===== src/design/fr_pkg.sv =====
`timescale 1ns / 1ps

package fr_pkg;

    // packet layout
    localparam int PACKET_BYTES = 255;
    localparam int HEADER_BYTES = 8;
    localparam int DATA_BYTES   = PACKET_BYTES - HEADER_BYTES;

    // header byte positions
    localparam logic [7:0] POS_FLAGS   = 8'd0;
    localparam logic [7:0] POS_SOURCE  = 8'd1;
    localparam logic [7:0] POS_SEQ_HI  = 8'd2;
    localparam logic [7:0] POS_SEQ_LO  = 8'd3;
    localparam logic [7:0] POS_OFF_HI  = 8'd6;
    localparam logic [7:0] POS_OFF_LO  = 8'd7;

    localparam logic [15:0] BUF_LEN_RESET = 16'hFFFF;
    localparam logic [15:0] COUNT_MAX     = 16'hFFFF;

    // result queue depth
    localparam int QUEUE_DEPTH = 2;

    typedef struct packed {
        logic        write_valid;
        logic [15:0] write_addr;
        logic [7:0]  write_data;
        logic        message_done;
        logic [15:0] message_length;
        logic [7:0]  message_source;
    } fr_result_t;

    typedef struct packed {
        logic       valid;
        logic [7:0] rx_byte;
        logic       end_of_packet;
    } fr_item_t;

endpackage


===== src/design/fr_front.sv =====
`timescale 1ns / 1ps

module fr_front (
    input  logic              aclk,
    input  logic              aresetn,
    input  logic              cfg_wr_en,
    input  logic [15:0]       cfg_wr_data,
    input  fr_pkg::fr_item_t  item,
    output logic              push,
    output fr_pkg::fr_result_t result
);
    import fr_pkg::*;

    logic [15:0] buf_len_reg;
    logic [7:0]  pos_reg,     pos_next;
    logic        more_reg,    more_next;
    logic [7:0]  psrc_reg,    psrc_next;
    logic [15:0] pseq_reg,    pseq_next;
    logic [15:0] foff_reg,    foff_next;
    logic [15:0] mseq_reg,    mseq_next;
    logic [7:0]  morig_reg,   morig_next;
    logic [15:0] rcount_reg,  rcount_next;
    logic        drop_reg,    drop_next;

    logic [7:0]  idx;
    logic [16:0] addr_full;
    logic [15:0] room;
    logic [7:0]  dlen;
    logic [15:0] add_amt;
    logic [16:0] sum;
    logic        wv;
    logic        done;

    always_comb begin
        pos_next    = pos_reg;
        more_next   = more_reg;
        psrc_next   = psrc_reg;
        pseq_next   = pseq_reg;
        foff_next   = foff_reg;
        mseq_next   = mseq_reg;
        morig_next  = morig_reg;
        rcount_next = rcount_reg;
        drop_next   = drop_reg;
        wv          = 1'b0;
        done        = 1'b0;
        idx         = pos_reg - 8'(HEADER_BYTES);
        addr_full   = {1'b0, foff_reg} + 17'(idx);
        room        = '0;
        dlen        = '0;
        add_amt     = '0;
        sum         = '0;
        result      = '0;

        // header capture and data byte write
        if (pos_reg < 8'(PACKET_BYTES)) begin
            if (pos_reg == POS_FLAGS) begin
                more_next = item.rx_byte[0];
            end else if (pos_reg == POS_SOURCE) begin
                psrc_next = item.rx_byte;
            end else if (pos_reg == POS_SEQ_HI) begin
                pseq_next[15:8] = item.rx_byte;
            end else if (pos_reg == POS_SEQ_LO) begin
                pseq_next[7:0] = item.rx_byte;
            end else if (pos_reg == POS_OFF_HI) begin
                foff_next[15:8] = item.rx_byte;
            end else if (pos_reg == POS_OFF_LO) begin
                foff_next[7:0] = item.rx_byte;
                if (rcount_reg == '0) begin
                    mseq_next  = pseq_reg;
                    morig_next = psrc_reg;
                    drop_next  = 1'b0;
                end else begin
                    drop_next = (mseq_reg != pseq_reg) || (morig_reg != psrc_reg);
                end
            end else if (pos_reg >= 8'(HEADER_BYTES) && !drop_reg) begin
                if (addr_full < {1'b0, buf_len_reg}) begin
                    wv = 1'b1;
                end
            end
            pos_next = pos_reg + 8'd1;
        end

        result.write_valid    = wv;
        result.write_addr     = wv ? addr_full[15:0] : 16'd0;
        result.write_data     = wv ? item.rx_byte : 8'd0;
        result.message_source = morig_next;

        // packet end: account received bytes, maybe close the message
        if (item.end_of_packet) begin
            if (pos_next >= 8'(HEADER_BYTES) && !drop_next) begin
                room = (buf_len_reg > foff_next) ? (buf_len_reg - foff_next) : 16'd0;
                dlen = pos_next - 8'(HEADER_BYTES);
                if (more_next) begin
                    if ((17'(foff_next) + 17'(DATA_BYTES)) > {1'b0, buf_len_reg}) begin
                        add_amt = room;
                        done    = 1'b1;
                    end else begin
                        add_amt = 16'(DATA_BYTES);
                    end
                end else begin
                    if ((17'(foff_next) + 17'(dlen)) > {1'b0, buf_len_reg}) begin
                        add_amt = room;
                    end else begin
                        add_amt = 16'(dlen);
                    end
                    done = 1'b1;
                end
                sum         = {1'b0, rcount_reg} + {1'b0, add_amt};
                rcount_next = sum[16] ? COUNT_MAX : sum[15:0];
                if (done) begin
                    result.message_length = rcount_next;
                    rcount_next = '0;
                    mseq_next   = '0;
                    morig_next  = '0;
                end
            end
            pos_next  = '0;
            drop_next = 1'b0;
        end

        result.message_done = done;
    end

    assign push = item.valid && (wv || done);

    always_ff @(posedge aclk) begin
        if (!aresetn) begin
            buf_len_reg <= BUF_LEN_RESET;
            pos_reg     <= '0;
            more_reg    <= 1'b0;
            psrc_reg    <= '0;
            pseq_reg    <= '0;
            foff_reg    <= '0;
            mseq_reg    <= '0;
            morig_reg   <= '0;
            rcount_reg  <= '0;
            drop_reg    <= 1'b0;
        end else begin
            if (cfg_wr_en) begin
                buf_len_reg <= cfg_wr_data;
            end
            if (item.valid) begin
                pos_reg    <= pos_next;
                more_reg   <= more_next;
                psrc_reg   <= psrc_next;
                pseq_reg   <= pseq_next;
                foff_reg   <= foff_next;
                mseq_reg   <= mseq_next;
                morig_reg  <= morig_next;
                rcount_reg <= rcount_next;
                drop_reg   <= drop_next;
            end
        end
    end

endmodule


===== src/design/fr_queue.sv =====
`timescale 1ns / 1ps

module fr_queue #(
    parameter int DEPTH = fr_pkg::QUEUE_DEPTH
) (
    input  logic               aclk,
    input  logic               aresetn,
    input  logic               push,
    input  fr_pkg::fr_result_t push_data,
    output logic               full,
    output logic               out_valid,
    input  logic               out_ready,
    output fr_pkg::fr_result_t out_data
);
    import fr_pkg::*;

    localparam int PTR_W = (DEPTH > 1) ? $clog2(DEPTH) : 1;
    localparam int CNT_W = $clog2(DEPTH + 1);

    fr_result_t         slot_reg [DEPTH];
    logic [PTR_W-1:0]   wr_ptr_reg, wr_ptr_next;
    logic [PTR_W-1:0]   rd_ptr_reg, rd_ptr_next;
    logic [CNT_W-1:0]   cnt_reg,    cnt_next;
    logic               pop;

    assign full      = (cnt_reg == CNT_W'(DEPTH));
    assign out_valid = (cnt_reg != '0);
    assign out_data  = slot_reg[rd_ptr_reg];
    assign pop       = out_valid && out_ready;

    always_comb begin
        wr_ptr_next = wr_ptr_reg;
        rd_ptr_next = rd_ptr_reg;
        cnt_next    = cnt_reg;
        if (push) begin
            wr_ptr_next = (wr_ptr_reg == PTR_W'(DEPTH - 1)) ? '0 : wr_ptr_reg + 1'b1;
        end
        if (pop) begin
            rd_ptr_next = (rd_ptr_reg == PTR_W'(DEPTH - 1)) ? '0 : rd_ptr_reg + 1'b1;
        end
        if (push && !pop) begin
            cnt_next = cnt_reg + 1'b1;
        end else if (pop && !push) begin
            cnt_next = cnt_reg - 1'b1;
        end
    end

    always_ff @(posedge aclk) begin
        if (!aresetn) begin
            wr_ptr_reg <= '0;
            rd_ptr_reg <= '0;
            cnt_reg    <= '0;
        end else begin
            wr_ptr_reg <= wr_ptr_next;
            rd_ptr_reg <= rd_ptr_next;
            cnt_reg    <= cnt_next;
        end
    end

    always_ff @(posedge aclk) begin
        if (push) begin
            slot_reg[wr_ptr_reg] <= push_data;
        end
    end

endmodule


===== src/design/fragment_reassembler_core.sv =====
`timescale 1ns / 1ps

// Fragment reassembler: takes one received link-packet byte per transaction on
// the s_ channel (header first, s_end_of_packet on the last byte) and rebuilds
// one message into an external buffer. Each data byte that lands below buf_len
// comes out on the m_ channel as a buffer write; when the message completes or
// runs past the buffer, a transaction carries message_done with the received
// length and source. Bytes that cause neither produce no m_ transaction. One
// byte is accepted every cycle that s_ready is high: the front end does the
// header capture, address compare and length accounting in that cycle, and a
// small result queue in front of the m_ port lets the output stall on its own.
// s_ready drops only when that queue is full. buf_len resets to 65535 and may
// be written through cfg_wr_en / cfg_wr_data while no transaction is in flight.

module fragment_reassembler_core #(
    parameter int QUEUE_DEPTH = fr_pkg::QUEUE_DEPTH
) (
    input  logic        aclk,
    input  logic        aresetn,

    // configuration: buffer length
    input  logic        cfg_wr_en,
    input  logic [15:0] cfg_wr_data,

    // received bytes
    input  logic        s_valid,
    output logic        s_ready,
    input  logic [7:0]  s_rx_byte,
    input  logic        s_end_of_packet,

    // buffer writes and message completion
    output logic        m_valid,
    input  logic        m_ready,
    output logic        m_write_valid,
    output logic [15:0] m_write_addr,
    output logic [7:0]  m_write_data,
    output logic        m_message_done,
    output logic [15:0] m_message_length,
    output logic [7:0]  m_message_source
);
    import fr_pkg::*;

    fr_item_t   item;
    fr_result_t front_result;
    fr_result_t queue_head;
    logic       front_push;
    logic       queue_full;

    // front end sees a byte only in the cycle its transaction is accepted
    assign s_ready            = !queue_full;
    assign item.valid         = s_valid && s_ready;
    assign item.rx_byte       = s_rx_byte;
    assign item.end_of_packet = s_end_of_packet;

    fr_front u_front (
        .aclk        (aclk),
        .aresetn     (aresetn),
        .cfg_wr_en   (cfg_wr_en),
        .cfg_wr_data (cfg_wr_data),
        .item        (item),
        .push        (front_push),
        .result      (front_result)
    );

    // result queue decouples the byte intake from the write/report side
    fr_queue #(
        .DEPTH (QUEUE_DEPTH)
    ) u_queue (
        .aclk      (aclk),
        .aresetn   (aresetn),
        .push      (front_push),
        .push_data (front_result),
        .full      (queue_full),
        .out_valid (m_valid),
        .out_ready (m_ready),
        .out_data  (queue_head)
    );

    assign m_write_valid    = queue_head.write_valid;
    assign m_write_addr     = queue_head.write_addr;
    assign m_write_data     = queue_head.write_data;
    assign m_message_done   = queue_head.message_done;
    assign m_message_length = queue_head.message_length;
    assign m_message_source = queue_head.message_source;

endmodule


===== config.mk =====
export PLATFORM = sky130hd
export DESIGN_NAME = fragment_reassembler_core
export DESIGN_NICKNAME = d
export VERILOG_FILES = /design/src/design/fr_pkg.sv /design/src/design/fr_front.sv /design/src/design/fr_queue.sv /design/src/design/fragment_reassembler_core.sv
export SDC_FILE = /design/constraint.sdc
export NUM_CORES = 1
export LEC_CHECK = 0
export ABC_AREA = 1
export CAP_MARGIN = 20
export CORE_MARGIN = 1
export CORE_UTILIZATION = 59
export CTS_BUF_LIST = sky130_fd_sc_hd__clkbuf_16
export DETAILED_ROUTE_END_ITERATION = 8
export DONT_BUFFER_PORTS = 1
export PLACE_DENSITY = 0.78
export SYNTH_ARGS = -nofsm -noshare
export SYNTH_HDL_FRONTEND = slang
export SYNTH_SLANG_ARGS = --single-unit

===== constraint.sdc =====
create_clock -name aclk -period 6.35 [get_ports aclk]
set_input_delay 0.3175 -clock aclk [delete_from_list [all_inputs] [get_ports aclk]]
set_output_delay 0.3175 -clock aclk [all_outputs]
set_load 0.01 [all_outputs]

# Word-level counts from Yosys, hierarchy flattened
# Memories as Yosys holds them, arrays and structs flattened. A register that Yosys moved wholly into a read port is not among the register bits.
# Cells that the tools add are included.
dict set report word_totals {
  ff_bits 110
  latchBits 0
  ramBits 100
  romBits 0
  inputBits 30
  wordCells 146
  memories 1
}
# memory depth word_bits read_ports rd_clocked_by_memory_dff write_ports line_no
set mem_list {}
lappend mem_list {u_queue.slot_reg 2 50 1 1 1 fr_queue.sv:20} ;# fr_result_t slot_reg [DEPTH];
dict set report classes {
  n_addsub 12
  mul 0
  n_div 0
  n_lt_le_gt_ge 7
  eq_ne 8
  shifts 0
  n_mux 79
  n_bitwise 3
  n_reduce_logical 22
}
# cell count
set ops {}
lappend ops {{$mux 16} 28}
lappend ops {{$mux 8} 17}
lappend ops {{$add 16x8->17} 2}
lappend ops {{$gt 17x16->1} 2}
lappend ops {{$mux 1} 32}
lappend ops {{$add 16x16->17} 1}
lappend ops {{$add 16x8->17 const B} 1}
lappend ops {{$lt 17x16->1} 1}
lappend ops {{$eq 8x2->1 const B} 2}
lappend ops {{$eq 8x3->1 const B} 2}
lappend ops {{$ge 8x4->1 const B} 2}
lappend ops {{$gt 16x16->1} 1}
lappend ops {{$logic_not 16->1} 1}
lappend ops {{$ne 16x16->1} 1}
lappend ops {{$sub 16x16->16} 1}
lappend ops {{$sub 8x4->8 const B} 2}
lappend ops {{$add 8x1->8 const B} 1}
lappend ops {{$eq 8x1->1 const B} 1}
lappend ops {{$logic_not 8->1} 1}
lappend ops {{$lt 8x8->1 const B} 1}
lappend ops {{$ne 8x8->1} 1}
lappend ops {{$logic_and 1x1->1} 7}
lappend ops {{$reduce_and 6->1} 1}
lappend ops {{$logic_not 1->1} 5}
lappend ops {{other kinds (11)} 17}

# Depth between registers and ports, before layout
dict set report depth {
  depth_word 22
  depth_mapped 52
  mapped_depth_nobuf 51
}

# Modules after synthesis
# Synthesis repeated with hierarchy kept, for this count alone.
dict set report hier_totals {
  hier_cells 1644
  hier_area_um2 13760.7
}
# mod instances cells_per_inst area_per_inst_um2 seq_area_each_um2
set modules_own_cells {}
lappend modules_own_cells {fr_front 1 1449 9646.8 2122.0}
lappend modules_own_cells {fr_queue 1 192 4100.2 3103.0}
lappend modules_own_cells {fragment_reassembler_core 1 3 13.8 0.0}

# Worst setup path after synthesis
# No wires, ideal clock.
dict set report synth_timing {
  kind {register -> register}
  start {register u_front.pos_reg[0]}
  end {memory u_queue.slot_reg[0][17] in the netlist's numbering, data pin}
  arrival_ps 6541
  setup_slack_ps -338
  stages_incl_launch_ff 49
  synth_period_minus_slack_ps 6688
  path_cell_list {dfxtp_1 > inv_1 > ha_1 > inv_1 > nand2_1 > nor2_8 > buf_6 > nand2_1 > o21ai_1 > inv_1 > fa_1 > nand3b_1 > nand2_1 > a21oi_1 > o21ai_0 > a21oi_1 > o21ai_0 > nand2_1 > (+13 left out) > buf_2 > nand3_1 > nand2_1 > inv_1 > ha_1 > inv_1 > fa_1 > inv_1 > nand3_1 > nand2_1 > a21oi_1 > o21ai_0 > nand3_1 > nand2_1 > buf_4 > clkbuf_1 > nor2_1 > nor2_1}
}
# element line_no
set synth_rtl {}
lappend synth_rtl {{from (decl)} fr_front.sv:15} ;# logic [7:0] pos_reg, pos_next;
lappend synth_rtl {{from (signal assigned)} fr_front.sv:143} ;# pos_reg <= pos_next;
lappend synth_rtl {{to (decl)} fr_queue.sv:20}

==> results_dict.tcl <==
set metrics [dict create \
    drive_above_1_share_pct 21.87 \
    grt.overflow.total 0 \
    hold_viol 0 \
    die_y_um 152.2 \
    syn_to_final_growth_pct 20.16 \
    portBuffers 0 \
    violations "design-rule violations" \
    clockBufferDepth 3 \
    largest_reg_flops 100 \
    p_int_uw 2542 \
    grt_pass1_vias 11170 \
    initial_utilization_pct 60.60 \
    crit_path_max_incr_delay_ps 350 \
    cts_root_buf "clkbuf_16" \
    synthCells 1608 \
    worst_ep_required_time_ps 6610 \
    htreeDepth 1 \
    max-cap-violations 0 \
    grt_pass1_wl_um 56400 \
    wl_per_cell_um 18.04 \
    synthArstFlopShare_pct 0 \
    drv_slew 0 \
    synth_warnings 0 \
    status "finished with violations" \
    dp_cells 1944 \
    clock.fmax_mhz 158.9 \
    die_w_um 152.2 \
    antenna_found_initial 0 \
    grt_max_degree 65 \
    die_area_um2 23160 \
    switchingPower_uw 1128 \
    first_iter_violations 1093 \
    arrival_ps 6560 \
    core-area_um2 21960 \
    numCtsBuffers 23 \
    vdd_drop_max_mv 0.1963 \
    ys_seq_area_share_pct 39.26 \
    dr_total_vias 11690 \
    ys_ff_latch 211 \
    tns_ps 0 \
    reg2reg_to "u_queue.slot_reg[1][17]$_DFFE_PP_" \
    drt-total-wl_um 36560 \
    period_needed_ps 6293 \
    avgSynthCellArea_um2 8.276 \
    clock_power_share_pct 35.9 \
    pwr_density_cell_nw_per_um2 229.6 \
    combPwrFrac_pct 23.9 \
    detailed_place_hpwl_um 25250 \
    min_period_over_period_pct 99.10 \
    grtUsageTotal_pct 30.45 \
    rsz0062_at_grt "yes" \
    swShare_pct 30.74 \
    relSlewSlack_pct 7.169 \
    drc 6 \
    r2r_setup_slack_ps 60 \
    clock_sinks 211 \
    critical_path_class "reg2reg" \
    dr.pass1.iters 8 \
    n_antenna_cell 0 \
    power.share.sequential_pct 40.1 \
    synthFlopType "dfxtp_1" \
    syn_area_um2 13310 \
    finalSetupViolCount 0 \
    cts_tree "built" \
    synth_edf_count 100 \
    reg2regPathDepth 44 \
    viasPerCell 5.766 \
    yosysUniqueCellTypes 53 \
    rows 54 \
    hold_class "in2reg" \
    ios 82 \
    start_kind "flop" \
    r2r-start "u_front.pos_reg[1]$_SDFFE_PN0P_" \
    path_common_cell "nand2_1" \
    place_congestion 0.9248 \
    leakagePower_uw 0.006962 \
    clk_pin_slew_ps 60 \
    synth_nets 1748 \
    skew_ps 8.780 \
    hold_path_startpoint "m_ready" \
    hold_depth 3 \
    nets 1870 \
    stdcell_count 2027 \
    slowest_stage "dfxtp_2" \
    critPathCaptureType "flop" \
    antenna_left 0 \
    crit_fanout 6 \
    tightest_slew_ps 1357 \
    clock_latency_ps 530 \
]
==> cells in the final DEF (no fill, tap or decap), drive strengths merged, types with 55 or more instances in the layout <==
cell type | netlist | layout
nand2 | 288 | 288
inv | 221 | 226
xor2 | 55 | 55
edfxtp | 100 | 100
dfxtp | 111 | 111
o21ai | 120 | 120
mux2 | 57 | 57
a21oi | 165 | 165
nor2 | 120 | 120
buf | 23 | 131
nand3 | 69 | 69
ha | 106 | 106
==> cell usage after synthesis (all sizes together) (7+ instances only) <==
cell	instances	area share, %
xor2	55	3.6
a21oi	165	6.2
mux2	57	4.8
ha	106	10
inv	221	6.3
o211ai	21	1.2
nor3	22	0.83
buf	23	1.2
dfxtp	111	17
xnor2	29	1.9
nand3	69	2.7
or2	11	0.52
a31oi	7	0.33
edfxtp	100	23
nand4	10	0.47
a211oi	9	0.51
clkbuf	29	0.82
nor2	120	3.8
o21ai	120	4.8
nand2	288	8.4
==> critical path: cells and delay by family, from the launching register on <==
| kind | cells | cell delay, ps |
|---|---|---|
| buf+inv | 5 | 630 |
| fa+ha+maj | 5 | 1270 |
| flops | 1 | 350 |
| simple gates | 22 | 2090 |
| compound gates | 10 | 1350 |
| xor+xnor | 2 | 350 |
==> metal layers <==
metal  part of all wire [%]  routed length [um]  global-route usage, %
met1                     41               14850                  39.43
met2                     49               17840                  53.39
met3                    8.1                2963                  3.868
met4                    2.5                 904                  8.503
met5                      0                   0                      0
==> worst max-delay path by stage <==
stage	from	endpoint	slack, ps	cells after the start
2_1_floorplan	u_front.pos_reg[0]$_SDFFE_PN0P_	u_queue.slot_reg[0][17]$_DFFE_PP_	40	49
3_5_place_dp	u_front.pos_reg[1]$_SDFFE_PN0P_	u_queue.slot_reg[0][20]$_DFFE_PP_	-430	48
5_1_grt	u_front.pos_reg[1]$_SDFFE_PN0P_	u_queue.slot_reg[1][18]$_DFFE_PP_	-380	46
3_3_place_gp	u_front.pos_reg[0]$_SDFFE_PN0P_	u_queue.slot_reg[0][19]$_DFFE_PP_	-130	43
4_1_cts	u_front.pos_reg[1]$_SDFFE_PN0P_	u_queue.slot_reg[1][20]$_DFFE_PP_	-1	48
6_report	u_front.pos_reg[1]$_SDFFE_PN0P_	u_queue.slot_reg[1][17]$_DFFE_PP_	60	44
==> logic make-up (layout without fill, tap and decap cells) <==
group                    Yosys count  after routing  synth area share, %
buffers and inverters            274            413                8.293
XOR/XNOR                          84             84                5.528
multiplexers                      57             57                4.823
adder cells (fa/ha/maj)          110            110                10.57
AO/OA/AOI/OAI                    340            340                14.13
AND/OR/NAND/NOR                  532            532                17.39
flip-flops                       211            211                39.26
==> what timing repair did <==
item / in CTS / in global routing
cloned: 0 / 3
setup endpoints to repair: 48 / 48
buffers inserted: 3 / 19
hold buffers: 18 / 0
gates resized for setup: 21 / 137
pin swaps: 9 / 49
endpoints found under the hold margin: 63 / 0
==> power groups by stage <==
stage	Sequential, uW	Combinational [uW]	Clock (uW)
after global placement	1500	745	0
final	1470	878	1320
after floorplan	1490	549	0
after global routing	1480	967	1380
after detailed placement	1500	764	0
after CTS	1470	800	1330
==> metrics by stage <==
step	cell area (um2)	power, uW	hold slack [ps]	util [%]	setup WS [ps]
detailed placement	14250	2265	426.4	64.90	-434.5
floorplan	13310	2041	439.8	-	43.35
CTS	15290	3600	74.53	69.62	-1.202
global placement	14250	2245	422.8	64.90	-127.3
finish	15990	3671	88.61	72.82	57.02
global route	15990	3823	110.1	72.82	-382.5
==> area by class of cell <==
class,instances,area [um2]
Tap cell,280,350.3
Fill cell,1609,5968
Timing Repair Buffer,148,1236
Clock buffer,23,575.6
Multi-Input combinational cell,1123,7569
Timing Repair inverter,1,11.26
Clock inverter,19,166.4
Inverter,222,853.3
Sequential cell,211,5229
Note: power is estimated with default switching activity, not from simulation.
